==> config.mk <==
export PLATFORM = sky130hd
export DESIGN_NAME = ordered_list_insert_remove_find_flat
export DESIGN_NICKNAME = d
export VERILOG_FILES = /design/src/rtl/core/olif_pkg.sv /design/src/rtl/core/olif_if.sv /design/src/rtl/core/olif_ram.sv /design/src/rtl/core/ordered_list_insert_remove_find.sv /design/src/flat_wrapper.sv
export SDC_FILE = /design/constraint.sdc
export NUM_CORES = 1
export LEC_CHECK = 0
export BUFFER_PORTS_ARGS = -buffer_cell sky130_fd_sc_hd__buf_2
export CAP_MARGIN = 25
export CORE_MARGIN = 3
export CORE_UTILIZATION = 25
export DETAILED_ROUTE_END_ITERATION = 8
export GPL_TIMING_DRIVEN = 1
export PLACE_DENSITY_LB_ADDON = 0.25
export SLEW_MARGIN = 20
export SYNTH_ARGS = -nofsm -noshare
export SYNTH_HDL_FRONTEND = slang
export SYNTH_SLANG_ARGS = --single-unit
==> constraint.sdc <==
create_clock -name clk -period 4.2 [get_ports clk]
set_clock_uncertainty 0.05 [all_clocks]
set_input_delay 0.21 -clock clk [delete_from_list [all_inputs] [get_ports clk]]
set_output_delay 0.21 -clock clk [all_outputs]
set_load 0.005 [all_outputs]
==> src/rtl/core/olif_pkg.sv <==
// Package: widths, codes and state type of the ordered list block.
`timescale 1ns / 1ps
package olif_pkg;

  localparam int DEPTH_DEF = 16;
  localparam int WIDTH_DEF = 32;

  localparam int OP_W  = 2;
  localparam int POS_W = 5;
  localparam int VAL_W = 32;
  localparam int STS_W = 2;
  localparam int LEN_W = 5;

  typedef enum logic [OP_W-1:0] {
    OP_INSERT = 2'd0,
    OP_APPEND = 2'd1,
    OP_REMOVE = 2'd2,
    OP_FIND   = 2'd3
  } olif_op_t;

  typedef enum logic [STS_W-1:0] {
    ST_OK       = 2'd0,
    ST_BEYOND   = 2'd1,
    ST_FULL     = 2'd2,
    ST_NOTFOUND = 2'd3
  } olif_status_t;

  typedef enum logic [2:0] {
    S_IDLE,
    S_SCAN,
    S_SHUP,
    S_SHDN,
    S_PUT,
    S_RESP
  } olif_state_t;

endpackage

==> src/rtl/core/olif_if.sv <==
// Channel interfaces: operation requests in, results out.
`timescale 1ns / 1ps
interface olif_req_if;
  import olif_pkg::*;
  logic             valid;
  logic             ready;
  logic [OP_W-1:0]  operation;
  logic [POS_W-1:0] position;
  logic [VAL_W-1:0] value;

  modport source (output valid, output operation, output position, output value,
                  input ready);
  modport sink   (input valid, input operation, input position, input value,
                  output ready);
endinterface

interface olif_rsp_if;
  import olif_pkg::*;
  logic             valid;
  logic             ready;
  logic             success;
  logic [STS_W-1:0] status;
  logic [LEN_W-1:0] length;

  modport source (output valid, output success, output status, output length,
                  input ready);
  modport sink   (input valid, input success, input status, input length,
                  output ready);
endinterface

==> src/rtl/core/olif_ram.sv <==
// Generic single write port RAM with one registered read port.
`timescale 1ns / 1ps
module olif_ram #(
  parameter int W = 32,
  parameter int D = 16
) (
  input  logic                 clk,
  input  logic                 we,
  input  logic [$clog2(D)-1:0] waddr,
  input  logic [W-1:0]         wdata,
  input  logic [$clog2(D)-1:0] raddr,
  output logic [W-1:0]         rdata
);

  logic [W-1:0] mem [D];

  always_ff @(posedge clk) begin
    if (we) begin
      mem[waddr] <= wdata;
    end
    rdata <= mem[raddr];
  end

endmodule

==> src/rtl/core/ordered_list_insert_remove_find.sv <==
// Top level: bounded ordered list with shift insert, shift remove and find.
//
//   channel   dir   handshake      payload
//   in_req    in    valid/ready    operation, position, value
//   out_rsp   out   valid/ready    success, status, length
//
// One operation at a time; the entries sit in one RAM with a single read
// and a single write port, one entry moved or compared per cycle.
// Insert at p shifts entries n - 1 down to p up by one, then writes p; append
// writes n directly. Find scans up from 0; remove shifts later entries down.
// Reset clears the state, the count, the pending flag and the result valid only; no clearing pass.
// A result waits in its register while the next operation runs.
`timescale 1ns / 1ps
module ordered_list_insert_remove_find #(
  parameter int DEPTH = olif_pkg::DEPTH_DEF,
  parameter int WIDTH = olif_pkg::WIDTH_DEF
) (
  input logic clk,
  input logic rst_n,
  olif_req_if.sink   in_req,
  olif_rsp_if.source out_rsp
);
  import olif_pkg::*;

  localparam int AW = $clog2(DEPTH);
  localparam int CW = $clog2(DEPTH + 1);
  localparam int PW = (CW > POS_W) ? CW : POS_W;
  localparam int VW = (WIDTH < VAL_W) ? WIDTH : VAL_W;

  olif_state_t  state_r, state_nxt;
  logic [CW-1:0] count_r, count_nxt;
  logic [CW-1:0] idx_r, idx_nxt;
  logic [AW-1:0] tgt_r, tgt_nxt;
  logic          pend_r, pend_nxt;
  logic [AW-1:0] pend_addr_r, pend_addr_nxt;
  olif_op_t      op_r, op_nxt;
  logic [WIDTH-1:0] val_r, val_nxt;
  olif_status_t  sts_r, sts_nxt;

  logic             out_valid_r, out_valid_nxt;
  logic             out_success_r, out_success_nxt;
  olif_status_t     out_status_r, out_status_nxt;
  logic [LEN_W-1:0] out_length_r, out_length_nxt;

  logic             we;
  logic [AW-1:0]    waddr;
  logic [WIDTH-1:0] wdata;
  logic [AW-1:0]    raddr;
  logic [WIDTH-1:0] rdata;

  logic          in_acc;
  olif_op_t      in_op;
  logic [PW-1:0] pos_ext;
  logic [PW-1:0] cnt_ext;
  logic [PW-1:0] tgt_ext;
  logic          match;

  olif_ram #(.W(WIDTH), .D(DEPTH)) u_ram (
    .clk   (clk),
    .we    (we),
    .waddr (waddr),
    .wdata (wdata),
    .raddr (raddr),
    .rdata (rdata)
  );

  assign in_req.ready    = (state_r == S_IDLE);
  assign in_acc          = in_req.valid && in_req.ready;
  assign in_op           = olif_op_t'(in_req.operation);
  assign pos_ext         = PW'(in_req.position);
  assign cnt_ext         = PW'(count_r);
  assign tgt_ext         = (in_op == OP_APPEND) ? cnt_ext : pos_ext;
  assign match           = pend_r && (rdata == val_r);

  assign out_rsp.valid   = out_valid_r;
  assign out_rsp.success = out_success_r;
  assign out_rsp.status  = out_status_r;
  assign out_rsp.length  = out_length_r;

  always_ff @(posedge clk) begin
    if (!rst_n) begin
      state_r     <= S_IDLE;
      count_r     <= '0;
      pend_r      <= 1'b0;
      out_valid_r <= 1'b0;
    end else begin
      state_r     <= state_nxt;
      count_r     <= count_nxt;
      pend_r      <= pend_nxt;
      out_valid_r <= out_valid_nxt;
    end
  end

  always_ff @(posedge clk) begin
    idx_r         <= idx_nxt;
    tgt_r         <= tgt_nxt;
    pend_addr_r   <= pend_addr_nxt;
    op_r          <= op_nxt;
    val_r         <= val_nxt;
    sts_r         <= sts_nxt;
    out_success_r <= out_success_nxt;
    out_status_r  <= out_status_nxt;
    out_length_r  <= out_length_nxt;
  end

  always_comb begin
    state_nxt       = state_r;
    count_nxt       = count_r;
    idx_nxt         = idx_r;
    tgt_nxt         = tgt_r;
    pend_nxt        = pend_r;
    pend_addr_nxt   = pend_addr_r;
    op_nxt          = op_r;
    val_nxt         = val_r;
    sts_nxt         = sts_r;
    out_valid_nxt   = out_valid_r;
    out_success_nxt = out_success_r;
    out_status_nxt  = out_status_r;
    out_length_nxt  = out_length_r;
    we              = 1'b0;
    waddr           = pend_addr_r;
    wdata           = rdata;
    raddr           = idx_r[AW-1:0];

    // drop the result once the sink has taken it
    if (out_valid_r && out_rsp.ready) begin
      out_valid_nxt = 1'b0;
    end

    case (state_r)
      S_IDLE: begin
        if (in_acc) begin
          op_nxt   = in_op;
          val_nxt  = WIDTH'(in_req.value[VW-1:0]);
          pend_nxt = 1'b0;
          case (in_op)
            OP_INSERT, OP_APPEND: begin
              if (tgt_ext > cnt_ext) begin
                sts_nxt   = ST_BEYOND;
                state_nxt = S_RESP;
              end else if (count_r == CW'(DEPTH)) begin
                sts_nxt   = ST_FULL;
                state_nxt = S_RESP;
              end else begin
                tgt_nxt = tgt_ext[AW-1:0];
                if (tgt_ext == cnt_ext) begin
                  state_nxt = S_PUT;
                end else begin
                  idx_nxt   = count_r - 1'b1;
                  state_nxt = S_SHUP;
                end
              end
            end
            default: begin
              idx_nxt   = '0;
              state_nxt = S_SCAN;
            end
          endcase
        end
      end

      S_SCAN: begin
        if (match) begin
          pend_nxt = 1'b0;
          if (op_r == OP_FIND) begin
            sts_nxt   = ST_OK;
            state_nxt = S_RESP;
          end else begin
            idx_nxt   = CW'(pend_addr_r) + 1'b1;
            state_nxt = S_SHDN;
          end
        end else if (idx_r < count_r) begin
          pend_nxt      = 1'b1;
          pend_addr_nxt = idx_r[AW-1:0];
          idx_nxt       = idx_r + 1'b1;
        end else begin
          pend_nxt  = 1'b0;
          sts_nxt   = ST_NOTFOUND;
          state_nxt = S_RESP;
        end
      end

      S_SHUP: begin
        // move the word read last cycle up by one while reading the next lower
        if (pend_r) begin
          we    = 1'b1;
          waddr = pend_addr_r + 1'b1;
        end
        pend_nxt      = 1'b1;
        pend_addr_nxt = idx_r[AW-1:0];
        if (idx_r[AW-1:0] == tgt_r) begin
          state_nxt = S_PUT;
        end else begin
          idx_nxt = idx_r - 1'b1;
        end
      end

      S_PUT: begin
        if (pend_r) begin
          we       = 1'b1;
          waddr    = pend_addr_r + 1'b1;
          pend_nxt = 1'b0;
        end else begin
          we        = 1'b1;
          waddr     = tgt_r;
          wdata     = val_r;
          count_nxt = count_r + 1'b1;
          sts_nxt   = ST_OK;
          state_nxt = S_RESP;
        end
      end

      S_SHDN: begin
        // move the word read last cycle down by one while reading the next higher
        if (pend_r) begin
          we       = 1'b1;
          waddr    = pend_addr_r - 1'b1;
          pend_nxt = 1'b0;
        end
        if (idx_r < count_r) begin
          pend_nxt      = 1'b1;
          pend_addr_nxt = idx_r[AW-1:0];
          idx_nxt       = idx_r + 1'b1;
        end else begin
          count_nxt = count_r - 1'b1;
          sts_nxt   = ST_OK;
          state_nxt = S_RESP;
        end
      end

      S_RESP: begin
        // hold until the result register is free
        if (!out_valid_r || out_rsp.ready) begin
          out_valid_nxt   = 1'b1;
          out_success_nxt = (sts_r == ST_OK);
          out_status_nxt  = sts_r;
          out_length_nxt  = LEN_W'(count_r);
          state_nxt       = S_IDLE;
        end
      end

      default: begin
        state_nxt = S_IDLE;
      end
    endcase
  end

endmodule

==> src/flat_wrapper.sv <==
// flat-port wrapper written by rule: the top's interface ports become plain ports
module ordered_list_insert_remove_find_flat import olif_pkg::*;
#(
  parameter int DEPTH = olif_pkg::DEPTH_DEF,
  parameter int WIDTH = olif_pkg::WIDTH_DEF
)
  (clk, rst_n, in_req_valid, in_req_operation, in_req_position, in_req_value, in_req_ready, out_rsp_valid, out_rsp_success, out_rsp_status, out_rsp_length, out_rsp_ready);
  olif_req_if in_req_i ();
  olif_rsp_if out_rsp_i ();
  input logic clk;
  input logic rst_n;
  input wire logic [$bits(in_req_i.valid)-1:0] in_req_valid;
  input wire logic [$bits(in_req_i.operation)-1:0] in_req_operation;
  input wire logic [$bits(in_req_i.position)-1:0] in_req_position;
  input wire logic [$bits(in_req_i.value)-1:0] in_req_value;
  output wire logic [$bits(in_req_i.ready)-1:0] in_req_ready;
  output wire logic [$bits(out_rsp_i.valid)-1:0] out_rsp_valid;
  output wire logic [$bits(out_rsp_i.success)-1:0] out_rsp_success;
  output wire logic [$bits(out_rsp_i.status)-1:0] out_rsp_status;
  output wire logic [$bits(out_rsp_i.length)-1:0] out_rsp_length;
  input wire logic [$bits(out_rsp_i.ready)-1:0] out_rsp_ready;
  assign in_req_i.valid = in_req_valid;
  assign in_req_i.operation = in_req_operation;
  assign in_req_i.position = in_req_position;
  assign in_req_i.value = in_req_value;
  assign in_req_ready = in_req_i.ready;
  assign out_rsp_valid = out_rsp_i.valid;
  assign out_rsp_success = out_rsp_i.success;
  assign out_rsp_status = out_rsp_i.status;
  assign out_rsp_length = out_rsp_i.length;
  assign out_rsp_i.ready = out_rsp_ready;
  ordered_list_insert_remove_find #(.DEPTH(DEPTH), .WIDTH(WIDTH)) u_core (.clk(clk), .rst_n(rst_n), .in_req(in_req_i), .out_rsp(out_rsp_i));
endmodule
==> run metrics, run 1 <==
final instance area=0.0288 mm²; Storage cell area=0.0179 mm²; status=finished, final reports clean; Mapped Nets=1222; fraction of the cycle the final worst path needs=0.828; Rel. slew slack=0.301; TritonCTS clock tree=yes; Post-Syn Area=0.0241 mm²; Critical Path Source Type=register; remaining antenna violation count=0; EDFF count, synth=569; clock root cell=clkbuf_16; Area after DPL=0.0263 mm²; core area=0.0953 mm²; worst slack, placed=747 ps; final hold violations=0; Multi-input gate area=0.00592 mm²; Pleak=9.03 nW; Max clock buf depth=3; largest net degree at the start of global routing=135; Clk Latency, worst-skew pair=600 ps; syn_area_per_cell=20.7 µm²; initial core utilization=0.253; HP Class=in2reg; Total Neg Setup Slack=0 ps; total number of vias=11600; Num CTS Buffers=66; Antenna Cells=0; I/O Buffers=52; Ports=53; Worst Path Arrival=3640 ps; Clock Sinks=611; Least-Margin Pin Slew=1050 ps; Final GP Congestion=0.810; Final Critical Period=3480 ps; Routed WL=58500 µm; die area=0.100 mm²; vias in the first global route=12200; layout cells sized above 1=0.293; final core utilization=0.302; final net count=1364; Routed wire per std cell=22.3 µm; DRC Markers=0; unrepaired setup endpoints after global routing=no; maximum VDD drop=0.548 mV; ys async rst share=0; DIE WIDTH=316 µm; HP Start=out_rsp_ready; leading cell type in the layout, fill and taps excluded=edfxtp_1; 1st-iter DRT viols=919; Setup crit start=u_core.state_r[2]; Yosys Warn Count=0; worst r2r path cells=8; CP endpoint kind=register; RR Startpoint=u_core.state_r[2]; row cnt=113; leading register cell type out of synthesis=edfxtp_1; drt first pass iters=5; Final Setup Violations=0; number of distinct library cells after synthesis=57; Resized cells post-CTS=0; Critical Path Fanout Max=32; antenna violations before repair=0; DP Wirelength=33200 µm; area grow syn2layout=19.7%; commonest non-fill, non-tap cells in the layout=569 x edfxtp_1, 160 x mux4_2, 67 x clkbuf_16; cell count after synthesis=1164; worst hold path stage count=4; post-route setup slack=722 ps; # fillers=9271; Via density=4.44; fmax=288 MHz; max cap viols=0; global-route wire length before repair=84900 µm; Worst Path Required=4370 ps; clk slew on worst S/H paths=50 ps; sequential-to-total area share from yosys stat=0.745; Pwr Density=708 mW/mm²; Die Y=316 µm; htree depth=3; All-Layer GR Usage=0.117; remaining global-route overflow=0; critical path type=reg2reg; Yosys reg bits=611; max-slew violations=0
[final cells by class]
class                   count  share of cell area
clock inverters            40              0.0138
well taps                1265              0.0549
repair buffers            127              0.0402
flip-flops and latches    611               0.622
inverters                  21             0.00274
multi-input cells         479               0.206
clock buffers              79              0.0605
[flip-flops by register name (all words and copies together) (netlist names)]
register	flops
u_core.u_ram.mem	512
u_core.cnt_ext	5
u_core.sts_r	2
u_core.tgt_r	4
u_core.idx_r	5
u_core.pend_r	1
u_core.out_rsp.valid	1
u_core.op_r	2
u_core.u_ram.rdata	32
u_core.out_rsp.length	5
u_core.out_rsp.status	2
u_core.pend_addr_r	4
u_core.state_r	3
u_core.out_rsp.success	1
u_core.val_r	32
[synth_stat cells, drive strengths merged, types with 2 or more instances]
library cell | instances | area (µm²)
and3 | 8 | 51.3
a211o | 2 | 17.5
nor2b | 8 | 50.1
xor2 | 16 | 140
inv | 20 | 75.1
o21ai | 21 | 105
a31oi | 3 | 18.8
and2 | 12 | 75.1
edfxtp | 569 | 17100
clkbuf | 35 | 131
nor2 | 34 | 128
a21oi | 23 | 115
a21o | 5 | 37.5
mux4 | 160 | 3600
buf | 18 | 85.1
nand2 | 32 | 120
nand2b | 6 | 37.5
a211oi | 2 | 15.0
mux2i | 7 | 70.1
o21bai | 4 | 30.0
nand3 | 6 | 30.0
xnor2 | 34 | 298
ha | 15 | 188
nor3 | 10 | 61.3
mux2 | 31 | 349
dfxtp | 42 | 841
o221ai | 3 | 26.3
or3 | 3 | 20.0
nor4 | 5 | 31.3
nand4 | 8 | 56.3
o22ai | 3 | 18.8
[cells by family (layout without fill, tap and decap cells)]
kind of cell    after synthesis  count (layout)  synth area share
flops                       611             611             0.745
mux                         198             198             0.167
simple gates                135             135            0.0283
compound gates               81              81            0.0217
buf+inv                      74             267            0.0123
xor+xnor                     50              50            0.0182
fa+ha+maj                    15              15           0.00780
[stage by stage]
stage / hold WS, ps / power [mW] / std cells
final: 64.5 / 20.4 / 2622
after global routing: 65.9 / 21.4 / 2622
after CTS: 17.3 / 20.7 / 2621
after detailed placement: 338 / 14.9 / 2463
after global placement: 339 / 14.8 / 2459
after floorplan: 259 / 12.9 / 1164
[power breakdown]
part	switching, mW	internal [mW]
combinational	3.36	2.55
clock	2.39	3.35
sequential	0.358	8.40
[routing by layer]
layer / global-route usage / share of wire / up-vias
met5: 0 / 0 / -
met4: 0.0319 / 0.021 / 0
met3: 0.0235 / 0.044 / 91
met2: 0.181 / 0.46 / 263
met1: 0.169 / 0.48 / 6221
li1: - / - / 5071
[critical path, cell delays in order, from the launching register on]
cell,delay [ps]
dfxtp_1,720
nor2b_1,510
o21ai_0,150
and3_1,190
a21oi_1,130
a2bb2oi_1,350
nor2b_1,260
and2_2,180
buf_4,550
[path summary, 6_finish.rpt]
| path | to | slack, ps |
|---|---|---|
| max | u_core.u_ram.mem[13][2] | 720 |
| min | u_core.out_rsp.valid | 60 |
| max reg2reg | u_core.u_ram.mem[13][2] | 720 |
| min reg2reg | u_core.out_rsp.status[0] | 400 |
[timing repair]
item	in CTS	in global routing
endpoints found under the hold margin	48	0
setup buffers	0	0
hold buffers	39	0
(Power assumes the default switching activity.)
==> inputs of run 2 (changes only) <==
--- a/config.mk
+++ b/config.mk
@@ -5,6 +5,7 @@
 export SDC_FILE = /design/constraint.sdc
 export NUM_CORES = 1
 export LEC_CHECK = 0
+export ABC_AREA = 1
 export BUFFER_PORTS_ARGS = -buffer_cell sky130_fd_sc_hd__buf_2
 export CAP_MARGIN = 25
 export CORE_MARGIN = 3
==> constraint.sdc (replaced) <==
create_clock -name clk -period 3.6 [get_ports clk]
set_clock_uncertainty 0.05 [all_clocks]
set_input_delay 0.18 -clock clk [delete_from_list [all_inputs] [get_ports clk]]
set_output_delay 0.18 -clock clk [all_outputs]
set_load 0.005 [all_outputs]
==> run metrics, run 2 <==
EDFF count, synth=569; largest family of logic cells by synthesized area=compound AO/OA/AOI/OAI gates; Post-Synth Adder-Cell Area=0.00756; Yosys top cell area share=0.689; most common cell in the netlist=edfxtp_1; I/O Buffers=52; Routed WL=70100 µm; Setup Buffers After CTS=0; internal power=16.6 mW; Final Critical Period=2980 ps; # fillers=9889; total number of vias=16400; max cap viols=0; Least-Margin Pin Slew=808 ps; largest net degree at the start of global routing=120; Post-Synth Simple-Gate Area=0.111; Yosys reg bits=611; RR Endpoint=u_core.u_ram.mem[7][17]; Final GP Congestion=0.866; row cnt=114; Rel. slew slack=0.456; critical path type=reg2reg; clock share of power=0.248; compound-gate portion of the synthesized area=0.116; clock root cell=clkbuf_16; main area contributors after synthesis=edfxtp_1 69%, o21ai_0 6.1%, nor2_1 4.8%; Routed wire per std cell=20.1 µm; die area=0.103 mm²; All-Layer GR Usage=0.134; status=finished, final reports clean; layout cells sized above 1=0.130; DRC Markers=0; Synth area leader=edfxtp_1; worst r2r path cells=7; WHS Endpoint=u_core.val_r[22]; Clk Latency, worst-skew pair=620 ps; fmax=335 MHz; remaining global-route overflow=0; Multi-input gate area=0.00613 mm²; HP Start=in_req_value[22]; Comb pwr share=0.353; remaining antenna violation count=0; Worst Path Required=3860 ps; Crit-path slowest cell=nor2_4; CP delay by family, top=simple AND/OR/NAND/NOR gates; DP Wirelength=39000 µm; Yosys Warn Count=0; Worst Path Arrival=3250 ps; biggest regs=u_core.u_ram.mem x512, u_core.u_ram.rdata x32, u_core.val_r x32; worst slack, placed=651 ps; final core utilization=0.304; Synth Area in XOR/XNOR=0.00671; final net count=2209; clk slew on worst S/H paths=70 ps; HP Class=in2reg; ys async rst share=0; vias in the first global route=16400; RR Startpoint=u_core.pend_addr_r[0]; Critical Path Source Type=register; Pwr Density=892 mW/mm²; leading register cell type out of synthesis=edfxtp_1; 1st-iter DRT viols=1460; crit path buf inv count=2; fraction of the cycle the final worst path needs=0.829; TritonCTS clock tree=yes; post-synthesis mux area share=0; cell count after synthesis=2031; initial core utilization=0.254; area grow syn2layout=19.5%; drt first pass iters=5; sequential-to-total area share from yosys stat=0.723; commonest non-fill, non-tap cells in the layout=569 x edfxtp_1, 301 x o21ai_0, 298 x nor2_1; final instance area=0.0297 mm²; syn_area_per_cell=12.2 µm²; Seq pwr share=0.399; max FFs per register=512; register bank with the most flops=u_core.u_ram.mem; switching fraction of total power=0.374; unrepaired setup endpoints after global routing=no; maximum VDD drop=0.585 mV; final hold violations=0; R2R Setup Slk=620 ps; Total Neg Setup Slack=0 ps; DIE WIDTH=321 µm; leading cell type in the layout, fill and taps excluded=edfxtp_1; Final Setup Violations=0; Pleak=10.0 nW; Post-synth top cells=569 x edfxtp_1, 316 x nor2_1, 304 x o21ai_0, 247 x nand2_1, 100 x inv_1; Area after DPL=0.0272 mm²; Clock Sinks=611; CP endpoint kind=register; global-route wire length before repair=105000 µm; Critical Path Fanout Max=14; delay of the slowest critical-path stage=490 ps; Post-Syn Area=0.0248 mm²; core area=0.0976 mm²; Die Y=321 µm; Via density=4.71; number of distinct library cells after synthesis=44; antenna violations before repair=1; worst hold path stage count=2; max-slew violations=0; crit-path cells=inv_1, ha_1, xnor2_1, o311ai_1, nand2_1, nor2_4, buf_12; Storage cell area=0.0179 mm²; Mapped Nets=2089; Num CTS Buffers=60; Ports=53; switching pwr=9.89 mW; post-route setup slack=616 ps; Total Power=26.4 mW; Max clock buf depth=3; htree depth=2
## run 2: kinds of logic after synthesis
family          Yosys count
fa+ha+maj                15
xor+xnor                 19
compound gates          491
flops                   611
simple gates            670
buf+inv                 225
## run 2: worst max path at each step
stage | start | end | slack, ps | cells past startpoint
CTS | u_core.pend_addr_r[0] | u_core.u_ram.mem[7][12] | 620 | 7
finish | u_core.pend_addr_r[0] | u_core.u_ram.mem[7][17] | 620 | 7
floorplan | u_core.pend_addr_r[0] | u_core.u_ram.mem[14][0] | 290 | 6
global placement | u_core.pend_addr_r[0] | u_core.u_ram.mem[10][14] | 670 | 7
detailed placement | u_core.pend_addr_r[0] | u_core.u_ram.mem[7][19] | 650 | 7
global route | u_core.pend_addr_r[0] | u_core.u_ram.mem[6][19] | 400 | 7
## run 2: timing repair
item | in CTS | in global routing
gates resized for setup | 0 | 0
setup endpoints to repair | 0 | 0
hold buffers | 41 | 0
endpoints found under the hold margin | 52 | 0
## run 2: power by group through the flow
stage | Clock (mW) | Sequential (mW) | Combinational (mW)
6_report | 6.56 | 10.6 | 9.33
2_1_floorplan | 0 | 10.6 | 5.70
5_1_grt | 7.01 | 10.6 | 10.4
4_1_cts | 6.72 | 10.6 | 9.44
3_5_place_dp | 0 | 10.7 | 9.38
3_3_place_gp | 0 | 10.7 | 9.26
## run 2: per-stage QoR
stage | instances | hold slack (ps)
6_report | 3479 | 222
2_1_floorplan | 2031 | 229
4_1_cts | 3476 | 181
5_1_grt | 3478 | 202
3_5_place_dp | 3322 | 308
3_3_place_gp | 3322 | 306
## run 2: layer usage
metal | vias up | global-route usage | part of all wire
met5 | - | 0 | 0
met4 | 0 | 0.0272 | 0.016
met3 | 82 | 0.0215 | 0.049
met2 | 402 | 0.221 | 0.47
met1 | 8291 | 0.187 | 0.46
li1 | 7604 | - | -
## run 2: worst register-to-register path: cells and delay by family (launching register included)
family	cells	cell delay, ps
buf+inv	2	340
flops	1	460
compound gates	1	470
fa+ha+maj	1	350
simple gates	2	860
xor+xnor	1	140
## run 2: cell type report
type / count / area share
Sequential cell: 611 / 0.604
Clock inverter: 35 / 0.0139
Inverter: 115 / 0.0150
Multi-Input combinational cell: 1195 / 0.207
Antenna cell: 1 / 0.0000844
Timing Repair Buffer: 168 / 0.0505
Clock buffer: 78 / 0.0557
Tap cell: 1276 / 0.0538
